<file path="config.mk">
export PLATFORM = sky130hd
export DESIGN_NAME = glg_cfg
export DESIGN_NICKNAME = d
export VERILOG_FILES = /design/src/hdl/glg_pkg.sv /design/src/hdl/glg_cfg.sv
export SDC_FILE = /design/constraint.sdc
export NUM_CORES = 1
export LEC_CHECK = 0
export BUFFER_PORTS_ARGS = -buffer_cell sky130_fd_sc_hd__buf_2
export CAP_MARGIN = 5
export CORE_UTILIZATION = 27
export DETAILED_ROUTE_END_ITERATION = 10
export PLACE_DENSITY = 0.62
export SETUP_SLACK_MARGIN = 0.02
export SLEW_MARGIN = 15
export SYNTH_ARGS = -nofsm -noshare
export SYNTH_HDL_FRONTEND = slang
export SYNTH_SLANG_ARGS = --single-unit
</file>
<file path="constraint.sdc">
create_clock -name i_clk -period 1 [get_ports i_clk]
set_input_delay 0.1 -clock i_clk [delete_from_list [all_inputs] [get_ports i_clk]]
set_output_delay 0.1 -clock i_clk [all_outputs]
set_load 0.02 [all_outputs]
</file>
<file path="src/hdl/glg_pkg.sv">
package glg_pkg;

    localparam int GLG_MAX_HEIGHT = 256;
    localparam int GLG_MAX_WIDTH  = 256;

    localparam logic [8:0]  ROW_COUNT_RST = 9'd64;
    localparam logic [8:0]  COL_COUNT_RST = 9'd64;
    localparam logic [23:0] NEG_COEF_RST  = 24'd20972;

    // log2(e) in Q24, ln(2) in Q30, 1.0 in Q30
    localparam logic [24:0] LOG2E_Q24 = 25'd24204406;
    localparam logic [29:0] LN2_Q30   = 30'd744261118;
    localparam logic [30:0] ONE_Q30   = 31'h4000_0000;

    // exponent argument 12.0 in Q16 and above gives a zero label
    localparam logic [39:0] SAT_LIMIT = 40'd786432;

    typedef struct packed {
        logic [8:0]  row_cnt;
        logic [8:0]  col_cnt;
        logic [23:0] neg_coef;
    } t_cfg;

    function automatic logic [63:0] f_isqrt(input logic [63:0] v);
        logic [63:0] res;
        logic [63:0] bt;
        logic [63:0] rem;
        res = '0;
        bt  = 64'd1 << 62;
        rem = v;
        for (int k = 0; k < 32; k++) begin
            if (bt != '0) begin
                if (rem >= res + bt) begin
                    rem = rem - (res + bt);
                    res = (res >> 1) + bt;
                end else begin
                    res = res >> 1;
                end
                bt = bt >> 2;
            end
        end
        return res;
    endfunction

    // 2^(-1/2^idx) in Q30, by repeated integer square roots of 0.5
    function automatic logic [29:0] f_root(input int idx);
        logic [63:0] root;
        root = 64'd1 << 29;
        for (int k = 1; k <= 8; k++) begin
            if (k <= idx) begin
                root = f_isqrt(root << 30);
            end
        end
        return root[29:0];
    endfunction

    localparam logic [29:0] ROOT_TAB [1:8] = '{
        f_root(1), f_root(2), f_root(3), f_root(4),
        f_root(5), f_root(6), f_root(7), f_root(8)
    };

endpackage

</file>
<file path="src/hdl/glg_cfg.sv">
module glg_cfg
    import glg_pkg::*;
(
    input  logic        i_clk,
    input  logic        i_rst_n,
    input  logic        psel,
    input  logic        penable,
    input  logic        pwrite,
    input  logic [3:0]  paddr,
    input  logic [31:0] pwdata,
    output logic [31:0] prdata,
    output logic        pready,
    output t_cfg        o_cfg
);

    localparam logic [1:0] REG_ROW_COUNT = 2'd0;
    localparam logic [1:0] REG_COL_COUNT = 2'd1;
    localparam logic [1:0] REG_NEG_COEF  = 2'd2;

    t_cfg r_cfg;
    logic wr_en;

    assign pready = 1'b1;
    assign wr_en  = psel & penable & pwrite;

    always_ff @(posedge i_clk) begin
        if (!i_rst_n) begin
            r_cfg.row_cnt  <= ROW_COUNT_RST;
            r_cfg.col_cnt  <= COL_COUNT_RST;
            r_cfg.neg_coef <= NEG_COEF_RST;
        end else if (wr_en) begin
            unique case (paddr[3:2])
                REG_ROW_COUNT: r_cfg.row_cnt  <= pwdata[8:0];
                REG_COL_COUNT: r_cfg.col_cnt  <= pwdata[8:0];
                REG_NEG_COEF:  r_cfg.neg_coef <= pwdata[23:0];
                default: ;
            endcase
        end
    end

    always_comb begin
        unique case (paddr[3:2])
            REG_ROW_COUNT: prdata = {23'd0, r_cfg.row_cnt};
            REG_COL_COUNT: prdata = {23'd0, r_cfg.col_cnt};
            REG_NEG_COEF:  prdata = {8'd0, r_cfg.neg_coef};
            default:       prdata = '0;
        endcase
    end

    assign o_cfg = r_cfg;

endmodule

</file>
==> flow_metrics.py <==
metrics = {
    "die": {
        "pin_count": 116,
        "die_area_um2": 7890,
        "core_um2": 7250,
        "die_y_um": 88.8,
        "fp.dieW_um": 88.8,
        "start_util": 0.280,
        "std_cell_rows": 31,
    },
    "global_route": {
        "grt.overflow.total": 0,
        "track_usage": 0.148,
        "grt_max_degree": 30,
        "antenna_found_initial": 0,
        "grt_pass1_wl_um": 8850,
        "grt_pass1_vias": 1928,
    },
    "setup_path": {
        "slowest_delay_ps": 390,
        "crit_path_end_kind": "primary output",
        "cp.required_ps": 900,
        "cp_cell_sequence": "nand2_1 -> o21ai_1 -> buf_4",
        "slowest_stage": "dfxtp_1",
        "r2r_cells": 4,
        "worstPathMaxFanout": 3,
        "worstPathArrival_ps": 1030,
        "crit_type": "reg -> out",
        "worstSetupStartpointType": "flip-flop",
    },
    "finish": {
        "antenna_cells": 0,
        "n_fill_cell": 709,
        "area_growth_pct": 60.7,
        "nets": 398,
        "layout_common_cells": "nand2_1, buf_2, buf_6",
        "drive_above_1_share": 0.536,
        "largest_register_ffs": 42,
        "final_cells": 457,
        "layout_commonest_cell": "nand2_1",
    },
    "timing": {
        "rsz0062_at_grt": "yes",
        "min_period_ps": 1130,
        "post-route-period-util": 1.13,
        "whs_ps": 44.9,
        "setup_viol": 9,
        "fin_worst_skew_ps": 0,
        "hold_violations": 0,
        "fmax_mhz": 884,
        "worst_slack_ps": -131,
        "setup_tns_ps": -854,
        "slew_violations": 0,
    },
    "route": {
        "vias": 1995,
        "dr.pass1.iters": 4,
        "wl_um": 5780,
        "drtIter0Drc": 68,
        "ant_nets": 0,
        "viasPerCell": 4.37,
        "wl_per_cell_um": 12.7,
        "drc": 0,
    },
    "worst_hold_path": {
        "hold_path_class": "in -> reg",
        "holdPathStages": 3,
    },
    "placed_design": {
        "dpl.hpwl_um": 3910,
        "post-place-ws_ps": -140,
        "placed_cells": 429,
        "portBuffers": 96,
        "gp_congestion": 0.709,
    },
    "clock_network": {
        "cts_tree": "done",
        "clk_latency_ps": 290,
        "clk_pin_slew_worst_paths_ps": 80,
        "clock_path_buffers": 2,
        "cts_sinks": 42,
        "cts_buffers": 5,
        "cts.htree.levels": 2,
        "cts-root-buf": "clkbuf_8",
    },
    "power": {
        "p_per_area_nw_per_um2": 1080,
        "leakage_nw": 1.60,
        "ir_worst_vdd_uv": 483,
    },
    "logic_synthesis": {
        "synth_area_leader_cell": "dfxtp_1",
        "synth_top_area_frac": 0.413,
        "synth_cell_types": 23,
        "ys_ff_latch": 42,
        "seq_area_frac_synth": 0.413,
        "syn_area_um2": 2030,
        "synth_area_leaders": "dfxtp_1, mux2i_1, nand2_1",
        "yosysWarnings": 0,
        "syn_area_per_cell_um2": 8.58,
        "synthCells": 237,
    },
    "run": {
        "cap_violations": 0,
    },
    "run_status": {
        "status": "complete, but fails checks",
        "violations": "negative setup slack",
    },
}
## cell type report
type | count | area, um2 | share of cell area
multi-input cells | 167 | 1060 | 0.326
repair buffers | 134 | 1060 | 0.326
flip-flops and latches | 42 | 883 | 0.270
well taps | 99 | 124 | 0.0379
clock buffers | 7 | 76.3 | 0.0233
clock inverters | 1 | 30.0 | 0.00918
inverters | 7 | 26.3 | 0.00804
## what timing repair did
item	4_1_cts	5_1_grt
hold buffers	0	0
setup buffers	16	4
endpoints found under the setup margin	26	44
resized for setup	123	18
pin swaps	2	2
## per-layer routing
| metal | vias to the layer above | part of all wire | track usage |
|---|---|---|---|
| li1 | 992 | - | - |
| met3 | 8 | 0.063 | 0.0438 |
| met1 | 917 | 0.43 | 0.163 |
| met2 | 78 | 0.50 | 0.273 |
| met5 | - | 0 | 0 |
| met4 | 0 | 0.013 | 0.0455 |
## metrics by stage
| stage | util | instance area, um2 | power (mW) |
|---|---|---|---|
| floorplan | - | 2060 | 2.04 |
| global placement | 0.364 | 2640 | 2.19 |
| detailed placement | 0.364 | 2640 | 2.20 |
| CTS | 0.438 | 3180 | 3.55 |
| global route | 0.451 | 3270 | 3.71 |
| finish | 0.451 | 3270 | 3.52 |
## synth_stat cells, drive strengths merged
library cell / n
buf: 19
nor2b: 4
mux2i: 43
inv: 7
dfxtp: 42
o211ai: 7
and2: 16
nand2b: 1
a21oi: 2
nor3b: 1
nand3: 8
o21ai: 9
nand3b: 1
and3: 1
nand2: 63
conb: 2
nor3: 1
clkbuf: 9
or3: 1
## worst paths after layout
path / to / startpoint / slack [ps]
setup / recovery: prdata[6] / o_cfg[6]$_SDFFE_PN1P_ / -130
hold / removal: o_cfg[11]$_SDFFE_PN0P_ / pwdata[11] / 40
setup reg to reg: o_cfg[35]$_SDFFE_PN0P_ / o_cfg[35]$_SDFFE_PN0P_ / 210
hold reg to reg: o_cfg[11]$_SDFFE_PN0P_ / o_cfg[11]$_SDFFE_PN0P_ / 470
## power breakdown
| group | switching [mW] | leakage, nW | internal (mW) |
|---|---|---|---|
| clock network | 0.549 | 0.0524 | 0.747 |
| logic | 0.288 | 1.20 | 0.222 |
| registers | 0.0184 | 0.352 | 1.70 |
| total | 0.855 | 1.60 | 2.67 |
## cell families after synthesis
kind of cell	synth area share
muxes	0.212
buffers and inverters	0.0996
other	0.00369
DFF	0.413
and+or+nand+nor	0.219
AOI/OAI and AO/OA	0.0529
## worst max-delay path: cells and delay by family, from the launching register on
kind            cells  cell delay [ps]
flops               1              390
buf+inv             1              170
compound gates      1              110
simple gates        1               80
Note: power is estimated with default switching activity, not from simulation.
