[config.mk]
export PLATFORM = sky130hd
export DESIGN_NAME = glg_offset
export DESIGN_NICKNAME = d
export VERILOG_FILES = /design/src/hdl/glg_pkg.sv /design/src/hdl/glg_offset.sv
export SDC_FILE = /design/constraint.sdc
export NUM_CORES = 1
export LEC_CHECK = 0
export BUFFER_PORTS_ARGS = -buffer_cell sky130_fd_sc_hd__buf_4
export CORE_MARGIN = 1
export CORE_UTILIZATION = 55
export DETAILED_ROUTE_END_ITERATION = 8
export PLACE_DENSITY = 0.83
export SLEW_MARGIN = 15
export SYNTH_ARGS = -nofsm -noshare
export SYNTH_HDL_FRONTEND = slang
export SYNTH_SLANG_ARGS = --single-unit
export TNS_END_PERCENT = 30
[constraint.sdc]
create_clock -name i_clk -period 11.95 [get_ports i_clk]
set_clock_uncertainty 0.1 [all_clocks]
set_input_delay 0.5975 -clock i_clk [delete_from_list [all_inputs] [get_ports i_clk]]
set_output_delay 0.5975 -clock i_clk [all_outputs]
set_load 0.02 [all_outputs]
[src/hdl/glg_pkg.sv]
package glg_pkg;

    localparam int GLG_MAX_HEIGHT = 256;
    localparam int GLG_MAX_WIDTH  = 256;

    localparam logic [8:0]  ROW_COUNT_RST = 9'd64;
    localparam logic [8:0]  COL_COUNT_RST = 9'd64;
    localparam logic [23:0] NEG_COEF_RST  = 24'd20972;

    // log2(e) in Q24, ln(2) in Q30, 1.0 in Q30
    localparam logic [24:0] LOG2E_Q24 = 25'd24204406;
    localparam logic [29:0] LN2_Q30   = 30'd744261118;
    localparam logic [30:0] ONE_Q30   = 31'h4000_0000;

    // exponent argument 12.0 in Q16 and above gives a zero label
    localparam logic [39:0] SAT_LIMIT = 40'd786432;

    typedef struct packed {
        logic [8:0]  row_cnt;
        logic [8:0]  col_cnt;
        logic [23:0] neg_coef;
    } t_cfg;

    function automatic logic [63:0] f_isqrt(input logic [63:0] v);
        logic [63:0] res;
        logic [63:0] bt;
        logic [63:0] rem;
        res = '0;
        bt  = 64'd1 << 62;
        rem = v;
        for (int k = 0; k < 32; k++) begin
            if (bt != '0) begin
                if (rem >= res + bt) begin
                    rem = rem - (res + bt);
                    res = (res >> 1) + bt;
                end else begin
                    res = res >> 1;
                end
                bt = bt >> 2;
            end
        end
        return res;
    endfunction

    // 2^(-1/2^idx) in Q30, by repeated integer square roots of 0.5
    function automatic logic [29:0] f_root(input int idx);
        logic [63:0] root;
        root = 64'd1 << 29;
        for (int k = 1; k <= 8; k++) begin
            if (k <= idx) begin
                root = f_isqrt(root << 30);
            end
        end
        return root[29:0];
    endfunction

    localparam logic [29:0] ROOT_TAB [1:8] = '{
        f_root(1), f_root(2), f_root(3), f_root(4),
        f_root(5), f_root(6), f_root(7), f_root(8)
    };

endpackage

[src/hdl/glg_offset.sv]
module glg_offset
    import glg_pkg::*;
#(
    parameter int MAX_HEIGHT = GLG_MAX_HEIGHT,
    parameter int MAX_WIDTH  = GLG_MAX_WIDTH
) (
    input  logic        i_clk,
    input  logic        i_rst_n,
    input  logic        i_vld,
    input  logic [7:0]  i_row,
    input  logic [7:0]  i_col,
    input  t_cfg        i_cfg,
    input  logic        i_take_next,
    output logic        o_take,
    output logic        o_vld,
    output logic [16:0] o_d2,
    output logic        o_bad
);

    logic [8:0]  h;
    logic [8:0]  w;
    logic [8:0]  half_h;
    logic [8:0]  half_w;
    logic [8:0]  ad_r;
    logic [8:0]  ad_c;
    logic [15:0] sq_r;
    logic [15:0] sq_c;
    logic [16:0] d2_sum;
    logic        n_bad;

    logic        r_vld;
    logic [16:0] r_d2;
    logic        r_bad;

    always_comb begin
        h = (int'(i_cfg.row_cnt) > MAX_HEIGHT) ? 9'(MAX_HEIGHT) : i_cfg.row_cnt;
        w = (int'(i_cfg.col_cnt) > MAX_WIDTH)  ? 9'(MAX_WIDTH)  : i_cfg.col_cnt;
        n_bad  = ({1'b0, i_row} >= h) || ({1'b0, i_col} >= w);
        half_h = h - (h >> 1);
        half_w = w - (w >> 1);
        // distance from the circularly shifted peak
        ad_r = ({1'b0, i_row} <= half_h) ? {1'b0, i_row} : h - {1'b0, i_row};
        ad_c = ({1'b0, i_col} <= half_w) ? {1'b0, i_col} : w - {1'b0, i_col};
        sq_r = ad_r[7:0] * ad_r[7:0];
        sq_c = ad_c[7:0] * ad_c[7:0];
        d2_sum = {1'b0, sq_r} + {1'b0, sq_c};
    end

    assign o_take = !r_vld || i_take_next;

    always_ff @(posedge i_clk) begin
        if (!i_rst_n) begin
            r_vld <= 1'b0;
        end else if (o_take) begin
            r_vld <= i_vld;
        end
    end

    always_ff @(posedge i_clk) begin
        if (o_take) begin
            r_d2  <= d2_sum;
            r_bad <= n_bad;
        end
    end

    assign o_vld = r_vld;
    assign o_d2  = r_d2;
    assign o_bad = r_bad;

    a_d2_bound: assert property (@(posedge i_clk) disable iff (!i_rst_n)
        r_vld && !r_bad |-> r_d2 <= 17'd130050)
        else $error("squared distance out of range");

endmodule

==> metrics <==
Final Hold Viols=0; post-synth top area share=0.228; GRT Total Usage=0.250; Worst path max stage delay=0.89 ns; CP Class=primary input to register; Gate Count Post-Synth=approximately 800; PostCTS Resize Cnt=0; worst reg2reg path depth=1; Startpoint Class=primary input; fin crit share=0.836; dominant synthesized flop cell=edfxtp_1; maxcap violations=0; crit-path max FO=28; CTS clk-pin slew, worst paths=0.05 ns; Worst Slack Setup Final=about 2 ns; commonest non-fill, non-tap cell in the layout=inv_1; Hold Crit Class=primary input to register; RR Endpoint=o_d2[2]; Yosys warnings=0; CP Data Required Time=about 12 ns; DRC=0; H-tree depth=1; CTS buffer count=3; placed cell count=1013; CP dominant cell by count=fa_1; Iter 0 DRT Violations=425; CTS Buffer Depth=2; RSZ-0062 raised after global routing=false; share of layout cells above drive strength 1=0.0931; synthesized area=7030 µm²; drt pass-1 iters=6; IO buf count=57; minimum clock period=9.99 ns; Tightest Pin Transition=1.03 ns; ANT nets after route=0; GP Congestion=0.901; die width=around 120 µm; initial core utilization=0.574; number of synthesized flops with an enable pin=18; Post-synth ARST share=0; crit path max-delay cell type=or2_1; Setup TNS Final=0 ns; hpwl dp=13200 µm; core area=12300 µm²; Crit path arrival time=10.00 ns; Seq/Total Area, Yosys=0.0797; DR vias=5896; Post-CTS Hold Buffers=0; Worst Setup End Kind=register; largest area contributor in the synthesized netlist=fa_1; pin count of the biggest net entering global routing=35; Synth area leaders=fa_1 (23%), ha_1 (20%), inv_1 (8.0%), edfxtp_1 (7.7%), xnor2_1 (2.5%); Setup Fix Bufs, Post-CTS=0; DR WL/cell=15.2 µm; fin nets=1106; Slew HR=0.311; max-slew violation count=0; diodes inserted=0; Critical Path Start=i_cfg[41]; Final Core Density=0.623; Non-Filler Instances=between 1000 and 1500; Syn Nets=1070; # setup viols final=0; RR Startpoint=o_vld; commonest non-fill, non-tap cells in the layout=inv_1 (150), ha_1 (114), fa_1 (80); GRT overflow=0; r2r setup slk=about 11 ns; Clock Latency Late Sink=0.24 ns; Fmax achieved=0.100 GHz; Seq cells post-synth=19; Distinct cells, synth=67; Mapped Avg Cell Area=8.64 µm²; crit path to=o_d2[16]; status=finished, final reports clean; initial antenna violation count=0; first-pass GRT wire length=26400 µm; CTS Sinks=19; CTS tree=built; vias in the first global route=5705; num rows=40; Synth-to-Final Area Change=8.65%; total wire length=15400 µm; pre-CTS WS=around 1.8 ns; Die H=115 µm; CTS root buffer=clkbuf_16; DIE AREA=13200 µm²; Vias per Instance=a little under 6; I/O pins=82
-- critical path, delay by kind of cell --
| family | cells | cell delay (ns) |
|---|---|---|
| adder cells (fa/ha/maj) | 10 | 4.29 |
| AND/OR/NAND/NOR | 8 | 2.18 |
| XOR/XNOR | 1 | 0.07 |
| AO/OA/AOI/OAI | 6 | 1.68 |
| multiplexers | 1 | 0.38 |
| buffers and inverters | 6 | 0.80 |
-- cell usage after synthesis (all sizes together), types with 3 or more instances --
cell and instances:
and3 5, or3 5, o31ai 16, o32ai 3
o21a 12, o21ai 28, edfxtp 18, a32o 8
nand2b 15, clkinv 3, a22o 4, nor2b 10
ha 114, o211ai 8, nor2 36, a21o 14
xor2 15, a22oi 3, fa 80, and2 5
a31oi 13, mux2i 12, inv 150, nor3 18
a2111oi 4, a21boi 6, xnor2 20, or2 3
mux2 10, or4 3, o221ai 3, a32oi 6
clkbuf 17, a211oi 8, nand4 6, o31a 3
nand2 43, nand3 19, buf 12, a21oi 28
nor4 8
-- cell families after synthesis --
group | share of synthesized area
buffers and inverters | 0.100
AO/OA/AOI/OAI | 0.187
adder cells (fa/ha/maj) | 0.431
AND/OR/NAND/NOR | 0.126
XOR/XNOR | 0.0436
multiplexers | 0.0331
flip-flops | 0.0797
-- worst min path at each step --
stage                 start     to  slack, ns  cells past startpoint
detailed placement    i_vld  o_vld       0.76                      3
global placement      i_vld  o_vld       0.77                      3
CTS                   i_vld  o_vld       0.50                      3
finish                i_vld  o_vld       0.51                      3
floorplan             i_vld  o_vld       0.64                      2
global route        i_rst_n  o_vld       0.52                      2
-- sequential cells by signal (all words and copies together) (netlist names) --
register,flops
o_vld,1
o_d2,17
o_bad,1
-- stage by stage --
step / hold WS [ns] / cell area, µm²
floorplan: 0.636 / 7030
global placement: 0.770 / 7560
detailed placement: 0.758 / 7560
CTS: 0.504 / 7640
global route: 0.521 / 7640
finish: 0.508 / 7640
-- layer usage --
layer | vias up | wire, µm | GRT usage
met5 | - | 0 | 0
met4 | 0 | 391 | 0.0771
met3 | 22 | 977 | 0.0232
met2 | 223 | 7050 | 0.420
met1 | 2759 | 7020 | 0.341
li1 | 2892 | - | -
-- area by class of cell --
type,instances,area [µm²]
multi-input combinational,613,5770
fill,1078,4620
inverter,153,574
sequential,19,561
timing repair buffer,60,450
tap,168,210
clock buffer,4,78.8
Power is not shown: default switching activity piles up to over one toggle a cycle in this logic, so the estimate is an artifact.
